--- src/rtl/core/tas_pkg.sv ---
// ----------------------------------------------------------------------------
// Tray action sequencer package
// Shared types, command codes and the step tables of the tray actions.
// ----------------------------------------------------------------------------
package tas_pkg;

   localparam int POS_W       = 32;
   localparam int WAIT_W      = 16;
   localparam int STEP_W      = 3;
   localparam int CSR_INDEX_W = 3;
   localparam int QDEPTH      = 4;
   localparam int QPTR_W      = $clog2(QDEPTH);
   localparam int QCNT_W      = QPTR_W + 1;

   localparam logic [WAIT_W-1:0] MIN_WAIT_RESET = 16'd1000;
   localparam logic [STEP_W-1:0] LOAD_WAIT_STEP = 3'd1;

   typedef enum logic [2:0] {
      KIND_TICK       = 3'd0,
      KIND_INIT       = 3'd1,
      KIND_PLACE      = 3'd2,
      KIND_LOAD       = 3'd3,
      KIND_ESTOP      = 3'd4,
      KIND_LOAD_DONE  = 3'd5
   } kind_type;

   typedef enum logic [2:0] {
      CMD_NONE   = 3'd0,
      CMD_CLOSE  = 3'd1,
      CMD_HOME   = 3'd2,
      CMD_MOVE   = 3'd3,
      CMD_OPEN   = 3'd4,
      CMD_STOP   = 3'd5,
      CMD_STATUS = 3'd6
   } cmd_type;

   typedef enum logic [1:0] {
      ACT_NONE  = 2'd0,
      ACT_INIT  = 2'd1,
      ACT_PLACE = 2'd2,
      ACT_LOAD  = 2'd3
   } action_type;

   typedef enum logic [1:0] {
      POS_NONE    = 2'd0,
      POS_DEFAULT = 2'd1,
      POS_PLACE   = 2'd2,
      POS_LOAD    = 2'd3
   } pos_sel_type;

   typedef enum logic [CSR_INDEX_W-1:0] {
      CSR_DEFAULT_POS = 3'd0,
      CSR_PLACE_POS   = 3'd1,
      CSR_LOAD_POS    = 3'd2,
      CSR_MIN_WAIT    = 3'd3,
      CSR_FAKE_MOTION = 3'd4
   } csr_index_type;

   typedef struct packed {
      logic              is_wait;
      cmd_type           cmd;
      pos_sel_type       pos;
   } step_type;

   typedef struct packed {
      logic signed [POS_W-1:0] default_position;
      logic signed [POS_W-1:0] place_position;
      logic signed [POS_W-1:0] load_position;
      logic [WAIT_W-1:0]       min_wait_ms;
      logic                    fake_motion;
   } cfg_type;

   typedef struct packed {
      cmd_type                 command;
      logic signed [POS_W-1:0] target_position;
      logic                    accepted;
      logic                    initialized;
      logic                    last;
   } rsp_item_type;

   typedef struct packed {
      logic         push;
      logic         push_two;
      rsp_item_type item0;
      rsp_item_type item1;
   } queue_push_type;

   function automatic logic [STEP_W-1:0] seq_length(input action_type act);
      logic [STEP_W-1:0] len;
      unique case (act)
         ACT_INIT:  len = 3'd3;
         ACT_PLACE: len = 3'd4;
         ACT_LOAD:  len = 3'd3;
         default:   len = 3'd0;
      endcase
      return len;
   endfunction

   function automatic step_type seq_step(input action_type act,
                                         input logic [STEP_W-1:0] idx);
      step_type st;
      st = '{is_wait: 1'b0, cmd: CMD_NONE, pos: POS_NONE};
      unique case (act)
         ACT_INIT: begin
            unique case (idx)
               3'd0:    st = '{is_wait: 1'b0, cmd: CMD_CLOSE, pos: POS_NONE};
               3'd1:    st = '{is_wait: 1'b0, cmd: CMD_HOME, pos: POS_NONE};
               3'd2:    st = '{is_wait: 1'b0, cmd: CMD_MOVE, pos: POS_DEFAULT};
               default: st = '{is_wait: 1'b0, cmd: CMD_NONE, pos: POS_NONE};
            endcase
         end
         ACT_PLACE: begin
            unique case (idx)
               3'd0:    st = '{is_wait: 1'b0, cmd: CMD_MOVE, pos: POS_PLACE};
               3'd1:    st = '{is_wait: 1'b0, cmd: CMD_OPEN, pos: POS_NONE};
               3'd2:    st = '{is_wait: 1'b0, cmd: CMD_MOVE, pos: POS_DEFAULT};
               3'd3:    st = '{is_wait: 1'b0, cmd: CMD_CLOSE, pos: POS_NONE};
               default: st = '{is_wait: 1'b0, cmd: CMD_NONE, pos: POS_NONE};
            endcase
         end
         ACT_LOAD: begin
            unique case (idx)
               3'd0:    st = '{is_wait: 1'b0, cmd: CMD_MOVE, pos: POS_LOAD};
               3'd1:    st = '{is_wait: 1'b1, cmd: CMD_NONE, pos: POS_NONE};
               3'd2:    st = '{is_wait: 1'b0, cmd: CMD_MOVE, pos: POS_DEFAULT};
               default: st = '{is_wait: 1'b0, cmd: CMD_NONE, pos: POS_NONE};
            endcase
         end
         default: st = '{is_wait: 1'b0, cmd: CMD_NONE, pos: POS_NONE};
      endcase
      return st;
   endfunction

endpackage

--- src/rtl/core/tas_csr.sv ---
// ----------------------------------------------------------------------------
// Tray action sequencer configuration registers
// Holds the tray positions, the minimum wait and the fake motion switch.
// ----------------------------------------------------------------------------
module tas_csr
   import tas_pkg::*;
(
   input  logic                   clock,
   input  logic                   reset,
   input  logic                   csr_valid,
   output logic                   csr_ready,
   input  logic [CSR_INDEX_W-1:0] csr_index,
   input  logic [POS_W-1:0]       csr_data,
   output cfg_type                cfg
);

   cfg_type cfg_ff;
   cfg_type cfg_in;

   assign csr_ready = 1'b1;
   assign cfg       = cfg_ff;

   always_comb begin
      cfg_in = cfg_ff;
      if (csr_valid) begin
         unique case (csr_index_type'(csr_index))
            CSR_DEFAULT_POS: cfg_in.default_position = csr_data;
            CSR_PLACE_POS:   cfg_in.place_position   = csr_data;
            CSR_LOAD_POS:    cfg_in.load_position    = csr_data;
            CSR_MIN_WAIT:    cfg_in.min_wait_ms      = csr_data[WAIT_W-1:0];
            CSR_FAKE_MOTION: cfg_in.fake_motion      = csr_data[0];
            default:         cfg_in = cfg_ff;
         endcase
      end
   end

   always_ff @(posedge clock) begin
      if (reset) begin
         cfg_ff.default_position <= '0;
         cfg_ff.place_position   <= '0;
         cfg_ff.load_position    <= '0;
         cfg_ff.min_wait_ms      <= MIN_WAIT_RESET;
         cfg_ff.fake_motion      <= 1'b0;
      end else begin
         cfg_ff <= cfg_in;
      end
   end

endmodule

--- src/rtl/core/tas_core.sv ---
// ----------------------------------------------------------------------------
// Tray action sequencer core
// Sequence state and the per-event step logic; yields one or two results.
// ----------------------------------------------------------------------------
module tas_core
   import tas_pkg::*;
(
   input  logic              clock,
   input  logic              reset,
   input  logic              take,
   input  logic [2:0]        kind,
   input  logic [WAIT_W-1:0] elapsed_ms,
   input  logic              lifter_idle,
   input  logic              link_up,
   input  cfg_type           cfg,
   output queue_push_type    push
);

   action_type        action_ff, action_in;
   logic [STEP_W-1:0] step_idx_ff, step_idx_in;
   logic              running_ff, running_in;
   logic              load_done_ff, load_done_in;
   logic              ready_ff, ready_in;
   logic [WAIT_W-1:0] timer_ff, timer_in;

   logic [WAIT_W:0]   timer_sum;
   logic [WAIT_W-1:0] timer_sat;
   logic [STEP_W-1:0] len;
   step_type          step_a, step_b;
   logic              adv_a, emit_a, emit_b, accepted;
   cmd_type           cmd_a, cmd_b;
   logic signed [POS_W-1:0] pos_a, pos_b;

   function automatic logic signed [POS_W-1:0] pos_value(input pos_sel_type sel,
                                                         input cfg_type c);
      logic signed [POS_W-1:0] v;
      unique case (sel)
         POS_DEFAULT: v = c.default_position;
         POS_PLACE:   v = c.place_position;
         POS_LOAD:    v = c.load_position;
         default:     v = '0;
      endcase
      return v;
   endfunction

   assign timer_sum = {1'b0, timer_ff} + {1'b0, elapsed_ms};
   assign timer_sat = timer_sum[WAIT_W] ? '1 : timer_sum[WAIT_W-1:0];
   assign len       = seq_length(action_ff);

   always_comb begin
      action_in    = action_ff;
      step_idx_in  = step_idx_ff;
      running_in   = running_ff;
      load_done_in = load_done_ff;
      ready_in     = ready_ff;
      timer_in     = timer_ff;
      step_a       = seq_step(action_ff, step_idx_ff);
      step_b       = step_a;
      adv_a        = 1'b0;
      emit_a       = 1'b0;
      emit_b       = 1'b0;
      cmd_a        = CMD_NONE;
      cmd_b        = CMD_NONE;
      pos_a        = '0;
      pos_b        = '0;
      accepted     = 1'b0;
      if (take) begin
         unique case (kind_type'(kind))
            KIND_TICK: begin
               timer_in = timer_sat;
               if (action_ff != ACT_NONE) begin
                  if (step_idx_ff < len) begin
                     if (step_a.is_wait) begin
                        if (!running_ff) begin
                           running_in = 1'b1;
                        end else if (load_done_ff) begin
                           step_idx_in  = step_idx_ff + STEP_W'(1);
                           load_done_in = 1'b0;
                           running_in   = 1'b0;
                           adv_a        = 1'b1;
                        end
                     end else if (!running_ff) begin
                        emit_a     = link_up;
                        cmd_a      = step_a.cmd;
                        pos_a      = pos_value(step_a.pos, cfg);
                        running_in = 1'b1;
                        timer_in   = '0;
                     end else begin
                        emit_a = link_up;
                        cmd_a  = CMD_STATUS;
                        if (timer_sat > cfg.min_wait_ms &&
                            ((link_up && lifter_idle) || cfg.fake_motion)) begin
                           running_in  = 1'b0;
                           step_idx_in = step_idx_ff + STEP_W'(1);
                           adv_a       = 1'b1;
                        end
                     end
                  end
                  if (adv_a && step_idx_in < len) begin
                     step_b     = seq_step(action_ff, step_idx_in);
                     running_in = 1'b1;
                     if (!step_b.is_wait) begin
                        emit_b   = link_up;
                        cmd_b    = step_b.cmd;
                        pos_b    = pos_value(step_b.pos, cfg);
                        timer_in = '0;
                     end
                  end
                  if (step_idx_in == len) begin
                     action_in = ACT_NONE;
                     if (action_ff == ACT_INIT) begin
                        ready_in = 1'b1;
                     end
                  end
               end
            end
            KIND_INIT: begin
               action_in   = ACT_INIT;
               step_idx_in = '0;
               accepted    = 1'b1;
            end
            KIND_PLACE, KIND_LOAD: begin
               if (ready_ff || cfg.fake_motion) begin
                  action_in   = (kind_type'(kind) == KIND_PLACE) ? ACT_PLACE : ACT_LOAD;
                  step_idx_in = '0;
                  accepted    = 1'b1;
               end
            end
            KIND_ESTOP: begin
               action_in   = ACT_NONE;
               step_idx_in = '0;
               running_in  = 1'b0;
               emit_a      = link_up;
               cmd_a       = CMD_STOP;
            end
            KIND_LOAD_DONE: begin
               if (action_ff == ACT_LOAD && step_idx_ff == LOAD_WAIT_STEP) begin
                  load_done_in = 1'b1;
               end
            end
            default: begin
            end
         endcase
      end
   end

   always_comb begin
      push.push     = take;
      push.push_two = emit_a && emit_b;
      priority if (emit_a) begin
         push.item0.command         = cmd_a;
         push.item0.target_position = pos_a;
      end else if (emit_b) begin
         push.item0.command         = cmd_b;
         push.item0.target_position = pos_b;
      end else begin
         push.item0.command         = CMD_NONE;
         push.item0.target_position = '0;
      end
      push.item0.accepted         = accepted;
      push.item0.initialized      = ready_in;
      push.item0.last             = !(emit_a && emit_b);
      push.item1.command          = cmd_b;
      push.item1.target_position  = pos_b;
      push.item1.accepted         = accepted;
      push.item1.initialized      = ready_in;
      push.item1.last             = 1'b1;
   end

   always_ff @(posedge clock) begin
      if (reset) begin
         action_ff    <= ACT_NONE;
         step_idx_ff  <= '0;
         running_ff   <= 1'b0;
         load_done_ff <= 1'b0;
         ready_ff     <= 1'b0;
         timer_ff     <= '0;
      end else begin
         action_ff    <= action_in;
         step_idx_ff  <= step_idx_in;
         running_ff   <= running_in;
         load_done_ff <= load_done_in;
         ready_ff     <= ready_in;
         timer_ff     <= timer_in;
      end
   end

   a_step_in_range: assert property (@(posedge clock) disable iff (reset)
      (action_ff != ACT_NONE) |-> (step_idx_ff <= seq_length(action_ff)))
      else $error("Step index is beyond the length of the running action.");

   a_ready_sticks: assert property (@(posedge clock) disable iff (reset)
      ready_ff |=> ready_ff)
      else $error("Tray lost its initialized flag without a reset.");

   a_load_done_in_load: assert property (@(posedge clock) disable iff (reset)
      $rose(load_done_ff) |-> (action_ff == ACT_LOAD && step_idx_ff == LOAD_WAIT_STEP))
      else $error("Load complete was latched outside the load wait step.");

endmodule

--- src/rtl/core/tas_queue.sv ---
// ----------------------------------------------------------------------------
// Tray action sequencer result queue
// Small queue that takes up to two results a cycle and sends one a cycle while not stalled.
// ----------------------------------------------------------------------------
module tas_queue
   import tas_pkg::*;
(
   input  logic           clock,
   input  logic           reset,
   input  queue_push_type push,
   output logic           space_two,
   output logic           rsp_valid,
   input  logic           rsp_stall,
   output rsp_item_type   rsp_item
);

   rsp_item_type      mem_ff [QDEPTH];
   logic [QPTR_W-1:0] wr_ptr_ff, wr_ptr_in;
   logic [QPTR_W-1:0] rd_ptr_ff, rd_ptr_in;
   logic [QCNT_W-1:0] count_ff, count_in;
   logic              pop;

   assign space_two = (count_ff <= QCNT_W'(QDEPTH - 2));
   assign rsp_valid = (count_ff != '0);
   assign rsp_item  = mem_ff[rd_ptr_ff];
   assign pop       = rsp_valid && !rsp_stall;

   always_comb begin
      wr_ptr_in = wr_ptr_ff;
      rd_ptr_in = rd_ptr_ff;
      if (push.push) begin
         wr_ptr_in = wr_ptr_ff + (push.push_two ? QPTR_W'(2) : QPTR_W'(1));
      end
      if (pop) begin
         rd_ptr_in = rd_ptr_ff + QPTR_W'(1);
      end
      count_in = count_ff + QCNT_W'(push.push) + QCNT_W'(push.push && push.push_two)
                 - QCNT_W'(pop);
   end

   always_ff @(posedge clock) begin
      if (push.push) begin
         mem_ff[wr_ptr_ff] <= push.item0;
         if (push.push_two) begin
            mem_ff[wr_ptr_ff + QPTR_W'(1)] <= push.item1;
         end
      end
   end

   always_ff @(posedge clock) begin
      if (reset) begin
         wr_ptr_ff <= '0;
         rd_ptr_ff <= '0;
         count_ff  <= '0;
      end else begin
         wr_ptr_ff <= wr_ptr_in;
         rd_ptr_ff <= rd_ptr_in;
         count_ff  <= count_in;
      end
   end

   a_count_bound: assert property (@(posedge clock) disable iff (reset)
      count_ff <= QCNT_W'(QDEPTH))
      else $error("Result queue holds more entries than its depth.");

   a_pair_whole: assert property (@(posedge clock) disable iff (reset)
      (rsp_valid && !rsp_item.last) |-> (count_ff >= QCNT_W'(2)))
      else $error("First result of a pair is queued without its partner.");

   a_stalled_result_held: assert property (@(posedge clock) disable iff (reset)
      (rsp_valid && rsp_stall) |=> (rsp_valid && $stable(rsp_item)))
      else $error("A stalled result transfer changed or was dropped.");

endmodule

--- src/rtl/core/tray_action_sequencer_unit.sv ---
// ----------------------------------------------------------------------------
// Tray action sequencer
// Steps a lifter tray through initialize, place and load actions.
// ----------------------------------------------------------------------------
// The results of an event are written to the result queue when it is transferred.
// Throughput: one event per cycle while the result queue has room for two results;
// the result side sends one result per cycle while rsp_stall is low, so events
// giving two results fill the queue and then stall further requests.
// Reset is synchronous and clears the sequence state, the result queue and
// returns the configuration registers to their defaults.
module tray_action_sequencer_unit
   import tas_pkg::*;
(
   input  logic                    clock,
   input  logic                    reset,
   input  logic                    req_valid,
   output logic                    req_stall,
   input  logic [2:0]              req_kind,
   input  logic [WAIT_W-1:0]       req_elapsed_ms,
   input  logic                    req_lifter_idle,
   input  logic                    req_link_up,
   output logic                    rsp_valid,
   input  logic                    rsp_stall,
   output logic [2:0]              rsp_command,
   output logic signed [POS_W-1:0] rsp_target_position,
   output logic                    rsp_accepted,
   output logic                    rsp_initialized,
   output logic                    rsp_last,
   input  logic                    csr_valid,
   output logic                    csr_ready,
   input  logic [CSR_INDEX_W-1:0]  csr_index,
   input  logic [POS_W-1:0]        csr_data
);

   cfg_type        cfg;
   queue_push_type push;
   rsp_item_type   rsp_item;
   logic           space_two;
   logic           take;

   assign req_stall = !space_two;
   assign take      = req_valid && space_two;

   tas_csr u_csr (
      .clock     (clock),
      .reset     (reset),
      .csr_valid (csr_valid),
      .csr_ready (csr_ready),
      .csr_index (csr_index),
      .csr_data  (csr_data),
      .cfg       (cfg)
   );

   tas_core u_core (
      .clock       (clock),
      .reset       (reset),
      .take        (take),
      .kind        (req_kind),
      .elapsed_ms  (req_elapsed_ms),
      .lifter_idle (req_lifter_idle),
      .link_up     (req_link_up),
      .cfg         (cfg),
      .push        (push)
   );

   tas_queue u_queue (
      .clock     (clock),
      .reset     (reset),
      .push      (push),
      .space_two (space_two),
      .rsp_valid (rsp_valid),
      .rsp_stall (rsp_stall),
      .rsp_item  (rsp_item)
   );

   assign rsp_command         = rsp_item.command;
   assign rsp_target_position = rsp_item.target_position;
   assign rsp_accepted        = rsp_item.accepted;
   assign rsp_initialized     = rsp_item.initialized;
   assign rsp_last            = rsp_item.last;

endmodule
--- config.mk ---
export PLATFORM = sky130hd
export DESIGN_NAME = tray_action_sequencer_unit
export DESIGN_NICKNAME = d
export VERILOG_FILES = /design/src/rtl/core/tas_pkg.sv /design/src/rtl/core/tas_csr.sv /design/src/rtl/core/tas_core.sv /design/src/rtl/core/tas_queue.sv /design/src/rtl/core/tray_action_sequencer_unit.sv
export SDC_FILE = /design/constraint.sdc
export NUM_CORES = 1
export LEC_CHECK = 0
export ABC_CLOCK_PERIOD_IN_PS = 10900
export BUFFER_PORTS_ARGS = -buffer_cell sky130_fd_sc_hd__buf_2
export CELL_PAD_IN_SITES_DETAIL_PLACEMENT = 1
export CELL_PAD_IN_SITES_GLOBAL_PLACEMENT = 1
export CORE_ASPECT_RATIO = 1.25
export CORE_MARGIN = 5
export CORE_UTILIZATION = 50
export DETAILED_ROUTE_END_ITERATION = 10
export GPL_ROUTABILITY_DRIVEN = 1
export PLACE_DENSITY = 0.89
export SETUP_SLACK_MARGIN = 0.1
export SLEW_MARGIN = 20
export SYNTH_ARGS = -nofsm -noshare
export SYNTH_HDL_FRONTEND = slang
export SYNTH_HIERARCHICAL = 1
export SYNTH_SLANG_ARGS = --single-unit
--- constraint.sdc ---
create_clock -name clock -period 10.9 [get_ports clock]
set_clock_uncertainty 0.15 [all_clocks]
set_input_delay 1.09 -clock clock [delete_from_list [all_inputs] [get_ports clock]]
set_output_delay 1.09 -clock clock [all_outputs]
set_load 0.005 [all_outputs]
==> After elaboration in Yosys (flattened, before gate mapping) <==
Memories as Yosys holds them, arrays and structs flattened. A register that Yosys moved wholly into a read port is not among the register bits.
Index checks and enable logic that the tools add are counted.
{ "classes": {"n_eq_ne": 33, "reduce_logical": 36, "muxes": 113, "addsub": 8, "order_cmp": 4} }
{ "ops": {"columns": ["op", "count"], "rows": [
  ["$mux 32", 11],
  ["$pmux 32 s3", 2],
  ["$mux 16", 7],
  ["$pmux 6 s3", 4],
  ["$mux 35", 2],
  ["$mux 3", 21],
  ["$mux 1", 44],
  ["$pmux 5 s4", 2],
  ["$eq 3x2->1 const B", 8],
  ["$mux 6", 4],
  ["$pmux 4 s3", 2],
  ["$add 16x16->17", 1],
  ["$gt 16x16->1", 1],
  ["$ne 2x1->1 const B", 7],
  ["$eq 2x2->1 const B", 6],
  ["$eq 3x1->1 const B", 4],
  ["$logic_not 3->1", 4],
  ["$mux 2", 6],
  ["$pmux 3 s2", 2],
  ["$reduce_and 2->1", 6],
  ["$eq 3x3->1 const B", 3],
  ["$pmux 3 s3", 1],
  ["$logic_and 1x1->1", 8],
  ["$pmux 1 s2", 4],
  ["20 further kinds", 34]
]} }
{ "totals": {"output_inout_bits": 41, "n_memories": 1, "ff_bits": 144, "mem_bits_rw": 152, "inputBits": 61} }
{ "mem_list": {"columns": ["memory", "words", "word_bits", "read_ports", "rd_clocked_by_memory_dff", "write_ports", "line", "text"], "rows": [
  ["u_queue.mem_ff", 4, 38, 1, 1, 2, "tas_queue.sv:17", "rsp_item_type mem_ff [QDEPTH];"]
]} }

==> Depth between registers and ports, before layout <==
Gate-level depths: netlist of run 1.
{ "logic_depth": {"word_depth": 27, "mapped_depth": 31} }

==> Cells and area by module <==
The synthesis of run 1 kept the hierarchy.
{ "by_module_without_submodules": {"columns": ["mod", "n_inst", "area_per_inst_um2", "seq_area_each_um2", "cells_each"], "rows": [
  ["tas_queue", 1, 7957.6, 4744.6, 427],
  ["tas_core", 1, 5001.0, 480.5, 762],
  ["tas_csr", 1, 4556.9, 2262.2, 415],
  ["tray_action_sequencer_unit", 1, 10.0, 0.0, 2]
]} }

==> Worst setup path after synthesis of run 1 <==
No wires, ideal clock.
{ "synth_path": {"kind": "in2reg", "from": "input req_elapsed_ms[0]", "to": "memory u_queue/mem_ff[0][0] (netlist bit), enable pin", "setup_time_ps": 491, "stages": 27, "t_arrival_ps": 8864, "slack_ps": 1395, "path_cell_list": "ha_1 fa_1 a21o_1 a21oi_1 o21a_1 nor2_1 a211oi_1 o21bai_1 clkbuf_1 or2_2 ha_1 nor2b_1 o211ai_2 a2111oi_4 o311ai_2 a21bo_2 buf_2 nand2_1 ha_1 a21boi_0 o21ai_0 nand2b_1 a211oi_2 nand3_1 inv_1 nand2_1 a211oi_1"} }
{ "synth_rtl": {"columns": ["item", "line", "text"], "rows": [
  ["from (decl)", "tray_action_sequencer_unit.sv:19", "input logic [WAIT_W-1:0] req_elapsed_ms,"],
  ["to (decl)", "tas_queue.sv:17", null]
]} }

==> metrics list, run 1 <==
- The flow ran to the end, and the final reports show no timing, DRC or antenna violations.
- Pin count of the biggest net entering global routing: 97
- CTS saw 298 sinks.
- Buffers from clock root to sink, at most: 3
- Kind of end point of the critical path: register
- Worst stage delay on the critical path: 710 ps
* Wire length of the first global-routing pass: 81200 um
* Number of different library cells in the post-synthesis netlist: 84
* CP Max Fanout: 28
- Type of the most critical hold path: reg -> reg
- After floorplanning, the core was divided into 76 placement rows.
* Leakage power: 7.01 nW
* Post-route cell area: 0.0193 mm^2
* Buffer cell driving the clock tree root: clkbuf_16
* Wire per inst: 24.0 um
- The worst setup path is of the in -> reg kind.
* Post-Route WL: 51300 um
- Synthesis produced 1606 cells.
* Iteration-0 DRC Markers: 1117
- After synthesis the netlist holds a flip-flop and latch count of 298.
- For this run, the share of the core covered by cells in the final layout is 56.0%.
- Initial antenna violation count: 2
- Number of gates resized after cts: 0
* Number of failing hold endpoints at the final stage: 0
- The number of clock buffers added by TritonCTS is 31.
- Setup repair bufs after CTS: 0
* Post-synthesis net count: 1714
- Global route overflow: 0
- Remaining design rule violation count: 0
- Clock transition time at the flip-flop clock pins of the worst setup and hold paths: 60 ps
- Source-to-sink clock delay at the later pin of the worst-skew pair: 570 ps
- The Yosys step of the flow raised 6 warnings.
- Last element of the critical path: u_queue/mem_ff[2][28]
* Floorplan Core Area: 0.0345 mm^2
- Top-Level Pins: 102
- Nature of the critical path startpoint: primary input
* Worst hold stages: 2
- Setup repair after global routing missed its margin: no
- Number of I/O port buffers: 100
- Derived from the worst setup path, the maximum achievable clock frequency is 109 MHz.
* Number of levels the H-tree was split into: 1
- The count of nets left with antenna violations once routing finished came out at 0.
- Synth area leader: edfxtp_1
- Total iterations of the first detailed-routing run: 5
* GRT Overall Usage: 26.2%
- Post-synth EDFFs: 152
- Fin crit share: 84.4%
* Required time of the worst setup path: 10980 ps
- Post-synthesis area per instance: 10.9 um^2
- Number of buffers inserted for hold repair after clock tree synthesis: 0
* DP Wirelength: 34400 um
* Asr flop ratio synth: 0%
- In this run the critical register-to-register path is launched from u_core/timer_ff[0].
- CTS tree: yes
* Layout cells sized above 1: 24.5%
- Relative slew slack: 29.5%
* Area of the mapped netlist: 0.0175 mm^2
- Prior to clock tree synthesis, the placed netlist has a worst setup slack of 1240 ps.
- Vias in the first global route: 14200
- Die width: 177 um
- Once routing completed, OpenROAD measured the worst setup slack at 1700 ps.
- Once placement finished, the instance area stood at 0.0182 mm^2.
* Number of placed instances, taps included: 2077
* Final Instance Count excl. Fillers: 2136
- Main synth FF type: edfxtp_1
* Worst-case register-to-register setup slack: 2010 ps
- For this block, the via count after detailed routing is 13100.
- Of the post-synthesis cell area, the dominant cell type holds 26.0%.
- The worst-case IR drop observed on VDD is 0.114 mV.
- Tracing the worst setup path back leads to its startpoint at req_elapsed_ms[0].
- The die covers 0.0389 mm^2.
- P per Cell Area: 150 mW/mm^2
- Final setup TNS: 0 ps
* Arrival time of the worst setup path: 9280 ps
* Number of slew-limit violations in the final report: 0
- The routed design could run at a clock period as short as 9200 ps.
- Placer congestion estimate: 0.925
* Number of nets in the layout: 1750
- For this configuration, the core starts out at a cell density of 50.8%.
- Max-cap violations in this run came to 0.
- Vias/cell: 6.15
* Endpoint of the worst register-to-register path: u_queue/mem_ff[2][28]
- Crit path max-delay cell type: a21bo_2
- Chip height: 219 um
- Counting the fill cells in the layout gives 3639.
- Top cells by area in the synthesized netlist: edfxtp_1 (26%), dfxtp_1 (17%), mux2i_1 (7.9%), mux2_2 (7.3%), nand2b_1 (5.5%)
- The worst register-to-register path has a depth of 27.
- After layout, the design draws a total of 2.91 mW.
- Final count of negative-setup-slack endpoints: 0
- Layout Area Growth over Synthesis: 10.2%
* Slew of the pin with the lowest slew margin: 1050 ps
* Hold slack final: 328 ps
* Seq/Total Area, Yosys: 42.7%
* Most prevalent standard cell on the critical path: ha_1
==> final cells by class <==
class                           instances  area [um^2]  area share (%)
Multi-Input combinational cell       1144         9330            48.3
Sequential cell                       298         7490            38.8
Clock buffer                           33          783            4.05
Timing Repair Buffer                  125          691            3.57
Tap cell                              468          586            3.03
Clock inverter                         25          277            1.43
Inverter                               42          160           0.829
Antenna cell                            1         2.50          0.0130
==> logic make-up after synthesis <==
group           Yosys count  synth area share [%]
compound gates          301                  11.1
xor+xnor                 12                 0.707
fa+ha+maj                47                  3.48
buf+inv                 164                  4.61
flops                   298                  42.7
mux                     334                  23.9
other cells               2                0.0429
simple gates            448                  13.5
==> layer usage <==
metal,share of wire (%),vias to the layer above,global-route usage (%),routed length [um]
met5,0.031,-,0,16
met4,2.2,2,6.91,1140
met3,5.7,94,3.08,2910
met2,51,467,46.3,26000
met1,41,6613,34.0,21200
li1,-,5954,-,-
==> synth_stat cells, types with 9 or more instances <==
cell type / count
buf_2: 23
mux2i_1: 139
o21ai_1: 27
edfxtp_1: 152
nor3_1: 13
mux4_2: 39
a32o_1: 15
dfxtp_1: 146
ha_1: 44
buf_4: 23
nor2b_1: 9
mux2_2: 114
o21ai_0: 22
nand2b_1: 153
clkbuf_1: 65
nor2_1: 77
buf_6: 10
o22ai_1: 35
nor4_1: 26
inv_1: 39
nand2_1: 122
o211ai_1: 12
mux2_4: 41
a21oi_1: 123
==> placed cells by master, fill, tap and decap left out, drive strengths merged, types with 35 or more instances in the layout <==
cell / Yosys / layout
buf: 57 / 125
mux2: 155 / 155
o22ai: 35 / 35
mux4: 39 / 39
a21oi: 123 / 123
dfxtp: 146 / 146
mux2i: 140 / 140
inv: 41 / 43
nand2: 122 / 122
nand2b: 153 / 153
o21ai: 49 / 49
ha: 44 / 44
edfxtp: 152 / 152
nor2: 78 / 78
==> sequential cells by signal, summed over array words and instances, names as in the netlist, named ones only <==
name                 cells
u_csr/cfg              113
u_core/running_ff        1
u_core/ready_ff          1
u_queue/wr_ptr_ff        2
u_queue/mem_ff         152
u_queue/rd_ptr_ff        2
u_core/timer_ff         16
u_core/step_idx_ff       3
u_core/load_done_ff      1
u_queue/count_ff         3
u_core/action_ff         2
==> report_power, final <==
group / switching (mW) / total (mW) / internal, mW
logic: 0.266 / 0.479 / 0.214
registers: 0.0377 / 1.31 / 1.27
clock network: 0.457 / 1.12 / 0.660
total: 0.760 / 2.91 / 2.14
==> worst min-delay path by stage <==
stage                             start                   to  slack, ps
finish                     u_csr/cfg[5]         u_csr/cfg[5]        330
global route              u_csr/cfg[14]        u_csr/cfg[14]        360
CTS                        u_csr/cfg[2]         u_csr/cfg[2]        340
detailed placement  u_core/timer_ff[15]  u_core/timer_ff[15]        320
global placement          u_csr/cfg[11]        u_csr/cfg[11]        310
floorplan            u_core/timer_ff[0]   u_core/timer_ff[0]        280
==> worst max-delay path, delay by kind of cell <==
| kind | cells | cell delay, ps |
|---|---|---|
| adder cells (fa/ha/maj) | 4 | 1370 |
| AO/OA/AOI/OAI | 12 | 3830 |
| multiplexers | 1 | 320 |
| buffers and inverters | 3 | 830 |
| AND/OR/NAND/NOR | 8 | 1780 |
(Power assumes the default switching activity.)
==> run 2, diff against run 1 <==
ABC_AREA = 1   (was default)
ABC_CLOCK_PERIOD_IN_PS = 8460   (was 10900)
CORE_UTILIZATION = 41   (was 50)
PLACE_DENSITY = 0.85   (was 0.89)
clock period = 8.46 ns   (was 10.9 ns; I/O delays follow)
==> metrics list, run 2 <==
* P per Cell Area: 195 mW/mm^2 (+30%)
* Worst stage delay on the critical path: 510 ps (-200 ps)
* Type of the most critical hold path: reg -> reg
* Area fraction of the dominant cell type after synthesis: 26.1% (about the same)
- Hold slack final: 309 ps (-19.3 ps)
- Number of gates resized after cts: 0 (unchanged)
* Row count: 84 (+11%)
* CTS tree: yes
* Post-synthesis area per instance: 7.22 um^2 (-34%)
* Asr flop ratio synth: 0% (unchanged)
- The core outline area came to 0.0421 mm^2 (+22%).
- Synth area leader: edfxtp_1
- Post-Route WL: 55300 um (+7.9%)
- The number of nets in the final layout came to 2537 (+45%).
- The final-layout setup total negative slack came to 0 ps (unchanged).
- Clock transition time at the flip-flop clock pins of the worst setup and hold paths: 60 ps (about the same)
* Max rail drop VDD: 0.163 mV (+42%)
- Wire length of the first global-routing pass: 89500 um (+10%)
- The biggest fanout along the worst timing path came to 23 (-18%).
* TritonCTS Buffers: 30 (-3.2%)
- The number of pins with negative max-slew slack in the final report came to 0 (unchanged).
* Iteration-0 DRC Markers: 1452 (+30%)
- The leakage power total is 7.29 nW (+4.1%).
- In the synthesized netlist the dominant register cell turns out to be edfxtp_1.
* Number of placed instances, taps included: 2956 (+42%)
- Highest clock rate: 149 MHz
* Chip height: 241 um (+9.9%)
- Area of the mapped netlist: 0.0175 mm^2 (about the same)
* Post-synthesis net count: 2536 (+48%)
* ANT cells: 0 (-1)
* Crit path max-delay cell type: nand2_1
- Most common cell after layout, fill and taps aside: nand2_1
- Library cell with the highest instance count after synthesis: nand2_1
- R2R cell count: 32 (+19%)
- Worst hold stages: 2 (unchanged)
* Gate count after technology mapping: 2428 (+51%)
- Slew of the pin with the lowest slew margin: 1070 ps (+19.5 ps)
- The post-detailed-placement half-perimeter wirelength is 38000 um (+11%).
* Most prevalent standard cell on the critical path: nand2_1
- Layout cells sized above 1: 9.05% (-15 points)
- The portion of the post-synthesis area used by sequential elements came to 42.7% (about the same).
* Largest register FFs: 152 (unchanged)
- The number of global-route vias before repair was 17000 (+20%).
- Layout Area Growth over Synthesis: 8.66%
- The flow ran to the end, and the final reports show no timing, DRC or antenna violations.
* Vias/cell: 5.53 (-10%)
- Die width: 195 um (+9.8%)
- The final hold violation count came to 0 (unchanged).
* Global route overflow: 0 (unchanged)
- The worst path needs 6720 ps of the cycle, external delays included.
- Placer congestion estimate: 0.851 (-8.0%)
- The normalized max-slew margin is 28.0% (-1.5 points).
- Leading cell types in the layout, fill and taps excluded: nand2_1 (499), nor2_1 (357), nand3_1 (354), inv_1 (207), o21ai_0 (157)
* Required time of the worst setup path: 8710 ps (-2270 ps)
* Endpoint of the worst register-to-register path: u_queue/mem_ff[0][18]
- The setup fix buffers added after clock tree synthesis came to 0 (unchanged).
* Initial core utilization: 41.6% (-9.2 points)
* Number of levels the H-tree was split into: 1 (unchanged)
- The number of library cell types mapped by synthesis was 46 (-45%).
- Fin crit share: 79.4%
- More flip-flops sit in one register than any other, and that register is u_queue/mem_ff.
- Kind of end point of the critical path: register
- The count of input and output buffers was 100 (unchanged).
- Setup CP Type: in -> reg
* Nature of the critical path startpoint: primary input
- The worst register-to-register path begins at u_core/timer_ff[0].
* Timing startpoint of the critical path: req_elapsed_ms[0]
* Worst-case register-to-register setup slack: 1760 ps (-250 ps)
- Sorting the synthesized cells by how often they occur yields nand2_1 (499), nor2_1 (360), nand3_1 (354).
- The detailed-route DRC error count was 0 (unchanged).
- The number of buffers on the longest clock path came to 3 (unchanged).
- Post-synth EDFFs: 152 (unchanged)
- The cts-stage hold buffer count is 0 (unchanged).
* Final Instance Count excl. Fillers: 3012 (+41%)
- The wire length per cell after detailed routing is 18.4 um (-23%).
- Number of synthesized register bits: 298 (unchanged)
- Setup repair after global routing left no endpoint under its margin.
- The routed via count came to 16700 (+27%).
* Total of warnings raised by yosys: 6 (unchanged)
- The worst setup margin came to 1740 ps (+36.5 ps).
* Top-Level Pins: 102 (unchanged)
- Worst Setup Slack post-DPL: 1230 ps (-6.37 ps)
* Source-to-sink clock delay at the later pin of the worst-skew pair: 570 ps (about the same)
- Max-Cap Viols: 0 (unchanged)
- Die Outline Area: 0.0470 mm^2 (+21%)
- Hold Crit Start: u_csr/cfg[8]
- The number of detailed-route iterations in the first pass was 5 (unchanged).
- The final core utilization was 45.2% (-11 points).
- Initial antenna violation count: 0 (-2)
* # clock sinks: 298 (unchanged)
* Arrival time of the worst setup path: 6970 ps (-2310 ps)
- The aggregate global-route resource usage came to 22.9% (-3.3 points).
* Final count of negative-setup-slack endpoints: 0 (unchanged)
- Antenna-violating nets left: 0 (unchanged)
- The filler cell count in the final layout is 5324 (+46%).
- The cell sitting at the root of the clock tree is a clkbuf_16.
- The largest net degree at the start of global routing is 114 (+18%).
* Top cells by area in the synthesized netlist: edfxtp_1 (26%), dfxtp_1 (17%), nand2_1 (11%), nand3_1 (10%), nor2_1 (7.7%)
* Last element of the critical path: u_queue/mem_ff[0][18]
==> run 2: worst min path at each step <==
stage | end | slack (ps)
after global placement | u_csr/cfg[8] | 300
after CTS | u_csr/cfg[8] | 310
after detailed placement | u_csr/cfg[8] | 300
final | u_csr/cfg[8] | 310
after floorplan | u_csr/cfg[10] | 280
after global routing | u_core/timer_ff[3] | 350
==> run 2: final cells by class <==
type                       instances  area [um^2]  share of cell area [%]
inverter                         224          843                    4.43
multi-input combinational       1750         8380                    44.0
timing repair buffer             125          712                    3.74
sequential                       298         7490                    39.3
tap                              559          699                    3.67
clock buffer                      44          848                    4.46
clock inverter                    12         62.6                   0.329
==> run 2: cells by family after synthesis <==
kind of cell               count (synthesis)  share of synthesized area (%)
and+or+nand+nor                         1256                           30.3
other                                      2                         0.0429
DFF                                      298                           42.7
xor gates and xnor gates                   9                          0.450
adders and majority gates                 47                           3.49
buffers and inverters                    380                           9.66
AOI/OAI and AO/OA                        436                           13.3
==> run 2: report_power, final <==
part           internal [mW]  switching (mW)  total [mW]
Combinational          0.236           0.539       0.775
Clock                  0.692           0.562        1.25
Sequential              1.64          0.0514        1.69
==> run 2: through the flow <==
stage	power, mW	instance area, um^2
after floorplan	2.19	17500
after global placement	2.46	18100
after detailed placement	2.50	18100
after CTS	3.75	19000
after global routing	3.90	19000
final	3.72	19000
==> run 2: routing by layer <==
metal	part of all wire, %	up-vias	global-route usage (%)
li1	-	8070	-
met1	44	8116	30.3
met2	50	387	40.9
met3	3.9	86	1.76
met4	2.3	0	5.97
met5	0	-	0
==> run 2: critical path, delay by kind of cell <==
kind            cells  cell delay [ps]
fa+ha+maj           4              940
buf+inv             6             1200
compound gates      5             1190
simple gates       18             2770
